$ cat src/rtl/core/c8i_ram.sv
// Simple dual-port synchronous RAM with one write port and a registered read port.
`default_nettype none
module c8i_ram #(
  parameter int WIDTH = 8,
  parameter int DEPTH = 16
) (
  input  wire logic                     clk_i,
  input  wire logic                     we_i,
  input  wire logic [$clog2(DEPTH)-1:0] waddr_i,
  input  wire logic [WIDTH-1:0]         wdata_i,
  input  wire logic [$clog2(DEPTH)-1:0] raddr_i,
  output logic      [WIDTH-1:0]         rdata_o
);

  logic [WIDTH-1:0] mem_q [DEPTH];

  always_ff @(posedge clk_i) begin
    if (we_i) begin
      mem_q[waddr_i] <= wdata_i;
    end
    rdata_o <= mem_q[raddr_i];
  end

endmodule
`default_nettype wire

$ cat config.mk
export PLATFORM = sky130hd
export DESIGN_NAME = c8i_ram
export DESIGN_NICKNAME = d
export VERILOG_FILES = /design/src/rtl/core/c8i_ram.sv
export SDC_FILE = /design/constraint.sdc
export NUM_CORES = 1
export LEC_CHECK = 0
export ABC_AREA = 1
export BUFFER_PORTS_ARGS = -buffer_cell sky130_fd_sc_hd__buf_2
export CAP_MARGIN = 5
export CORE_UTILIZATION = 45
export DETAILED_ROUTE_END_ITERATION = 7
export PLACE_DENSITY = 0.68
export RECOVER_POWER = 25
export SYNTH_ARGS = -nofsm -noshare
export SYNTH_HDL_FRONTEND = slang
export SYNTH_SLANG_ARGS = --single-unit
$ cat constraint.sdc
create_clock -name clk_i -period 1.7 [get_ports clk_i]
set_input_delay 0.255 -clock clk_i [delete_from_list [all_inputs] [get_ports clk_i]]
set_output_delay 0.255 -clock clk_i [all_outputs]
set_load 0.005 [all_outputs]
==> results by group <==
STA
  • Slew @ Worst Pin: 0.8654 ns
  • Final-report max-slew violation count: 0
  • RSZ-0062 raised after global routing: no
  • Final setup violating endpoints: 0
  • Fin worst setup slack: 0.5463 ns
  • Period Utilization, post-route: 0.6787
  • Final min period: 1.154 ns
  • Rel. slew slack: 0.4231
  • Worst clock skew: 0.004654 ns
  • TNS Setup: 0 ns
  • Final Hold Violating Endpoints: 0
  • Fmax: 866.8 MHz

Power and ir drop
  • Clock power frac: 0.460
  • Switching Share: 0.2125
  • Int Power: 6.167 mW
  • Flop pwr share: 0.482
  • Leak pwr: 2.925 nW
  • Pwr per Cell Area: 1164 mW/mm^2
  • Worst VDD drop: 873.1 uV
  • Gate power share: 0.058
  • Sw power: 1.664 mW

Global routing
  • Antenna violations before repair: 0
  • Gr ovfl total: 0
  • All-Layer GR Usage: 0.2097
  • Vias in the first global route: 3,706
  • Largest net degree at the start of global routing: 37
  • First-pass GRT wire length: 19.68 mm

Worst setup path
  • Slowest CP cell: dfxtp_1
  • Worst setup SP type: flip-flop
  • Largest fanout on the critical path: 1
  • Arr. time, crit path: 0.90 ns
  • CP Launch Point: rdata_o[6]$_DFF_P_
  • CP top delay family: flip-flops
  • Worst Reg2Reg Path Length in Cells: 6
  • Critical Path Sink: rdata_o[6]
  • Crit path cell chain: buf_2
  • Worst reg2reg endpoint: rdata_o[4]$_DFF_P_
  • Worst R2R Start: mem_q[1][4]$_DFFE_PP_
  • Worst EP required: 1.44 ns
  • Worst path bufs/invs: 1
  • CP Class: flip-flop to output port
  • Crit end category: output port
  • WP depth: 1
  • R2R Setup Slk: 0.61 ns
  • Max incr delay on CP: 0.36 ns

Worst hold path
  • Tightest Hold Check Type: input pin to flip-flop
  • Hold depth: 3

Detailed routing
  • Routed Antenna Nets: 0
  • Final wirelength: 12.50 mm
  • Routed vias: 3,860
  • DRC viols: 0
  • TritonRoute pass-1 iters: 5
  • WL per Instance: 16.09 um
  • Initial DRC Count: 288
  • Vias per std cell: 4.968

Yosys
  • Sequential area share after synthesis: 0.6943
  • Avg Cell Area, Syn: 10.47 um^2
  • Mux cell area share after synthesis: 0
  • Synth Area in Simple Gates: 0.2105
  • Post-synthesis cell area: 0.005767 mm^2
  • Adder-Cell Fraction of Synth Area: 0
  • Syn nets: 569
  • Xor/xnor share of the synthesized area: 0
  • Synth warnings: 0
  • Flops & latches, synth: 136
  • Largest family of logic cells by synthesized area: simple AND/OR/NAND/NOR gates
  • Cells after Synth: 551
  • Complex-gate fraction of the synthesized area: 0
  • Unique masters post-synth: 12

Floorplan
  • Site Rows: 40
  • Die area: 0.01327 mm^2
  • Width of the die: 115.2 um
  • Core area: 0.01226 mm^2
  • Initial Util: 0.4703
  • Die Height: 115.2 um
  • I/O pin count: 26

Clocking
  • Clk pin slew, worst setup/hold paths: 0.06 ns
  • CTS resizes: 0
  • Post-CTS setup buffers: 0
  • Clock root cell: clkbuf_16
  • CTS sink cnt: 136
  • Latest clock arrival within the worst-skew pair: 0.41 ns
  • Total clock buffers created by CTS: 17
  • CTS tree: built
  • Hold buffer count at cts: 0
  • Maximum clock path buffer count: 2
  • H-tree lvl count: 4

Layout
  • Share of cells above drive strength 1: 0.1281
  • Nets: 614
  • Area growth syn-to-layout: 16.66%
  • Final instance area: 0.006728 mm^2
  • Final antenna diode count: 0

Run status
  • Status: finished, final reports clean

Place
  • GP Congestion: 0.8418
  • HPWL after DPL: 7.814 mm
  • DP Worst Slack: 0.2572 ns
  • I/O Buffers: 25
  • Post-placement cell area: 0.006148 mm^2

Job
  • Total of max-cap violations: 0
==> layout make-up <==
type | count | area (um^2)
Fill cell | 1042 | 5534
Sequential cell | 136 | 4004
Multi-Input combinational cell | 289 | 1214
Clock buffer | 17 | 425.4
Inverter | 102 | 382.9
Timing Repair Buffer | 50 | 331.6
Tap cell | 168 | 210.2
Clock inverter | 15 | 160.2
==> per-stage QoR <==
| step | hold slack [ns] | std cells | util | power, mW |
|---|---|---|---|---|
| 2_1_floorplan | 0.3539 | 551 | - | 4.103 |
| 3_3_place_gp | 0.6105 | 745 | 0.5014 | 4.289 |
| 3_5_place_dp | 0.6086 | 745 | 0.5014 | 4.298 |
| 4_1_cts | 0.1616 | 777 | 0.5492 | 7.884 |
| 5_1_grt | 0.1851 | 777 | 0.5487 | 8.070 |
| 6_report | 0.1862 | 777 | 0.5487 | 7.831 |
==> layer usage <==
metal	global-route usage	vias to the layer above	wire length, um
li1	-	1861	-
met1	0.2672	1835	5296
met2	0.3357	144	6036
met3	0.06009	20	850
met4	0.09177	0	318
met5	0	-	0
==> how the worst min path moves through the flow <==
stage,start,endpoint
2_1_floorplan,wdata_i[0],mem_q[0][0]$_DFFE_PP_
4_1_cts,raddr_i[3],rdata_o[4]$_DFF_P_
3_3_place_gp,raddr_i[3],rdata_o[7]$_DFF_P_
6_report,raddr_i[3],rdata_o[4]$_DFF_P_
3_5_place_dp,raddr_i[3],rdata_o[4]$_DFF_P_
5_1_grt,raddr_i[3],rdata_o[4]$_DFF_P_
==> cell usage after synthesis <==
cell / instances / area, um^2
nand2_1: 173 / 649.4
dfxtp_1: 8 / 160.2
inv_2: 2 / 7.510
nor2_1: 17 / 63.81
buf_6: 6 / 67.56
nand3b_1: 2 / 15.01
buf_2: 13 / 65.06
inv_1: 100 / 375.4
buf_4: 4 / 30.03
edfxtp_1: 128 / 3844
nand3_1: 97 / 485.5
buf_1: 1 / 3.750
==> worst register-to-register path: stages (launching register included) <==
cell and delay (ns):
edfxtp_1 0.37, inv_1 0.07, nand2_1 0.05, nand3_1 0.11
nand3_1 0.13, nand3_1 0.19, nand2_1 0.07
==> cell usage in the layout, fill, tap and decap left out, types with 3 or more instances in the layout <==
| cell type | synthesis | layout |
|---|---|---|
| edfxtp_1 | 128 | 128 |
| clkinv_2 | 0 | 7 |
| bufinv_16 | 0 | 3 |
| clkinvlp_4 | 0 | 3 |
| nor2_1 | 17 | 17 |
| dfxtp_1 | 8 | 8 |
| buf_2 | 13 | 20 |
| clkbuf_1 | 0 | 5 |
| nand3_1 | 97 | 97 |
| buf_4 | 4 | 23 |
| nand2_1 | 173 | 173 |
| inv_1 | 100 | 100 |
| clkbuf_16 | 0 | 17 |
==> flip-flops by register name, indices dropped and copies added, names as in the netlist <==
register / cells
mem_q: 128
rdata_o: 8
==> cell families after synthesis <==
logic type / count (synthesis)
flops: 136
simple gates: 289
buf+inv: 126
==> power by group through the flow <==
stage / clock (mW) / combinational (mW) / sequential, mW
3_3_place_gp: 0 / 0.450 / 3.84
3_5_place_dp: 0 / 0.457 / 3.84
2_1_floorplan: 0 / 0.264 / 3.84
5_1_grt: 3.78 / 0.509 / 3.78
4_1_cts: 3.65 / 0.462 / 3.77
6_report: 3.60 / 0.458 / 3.77
Power figures use the tool's default switching activity.
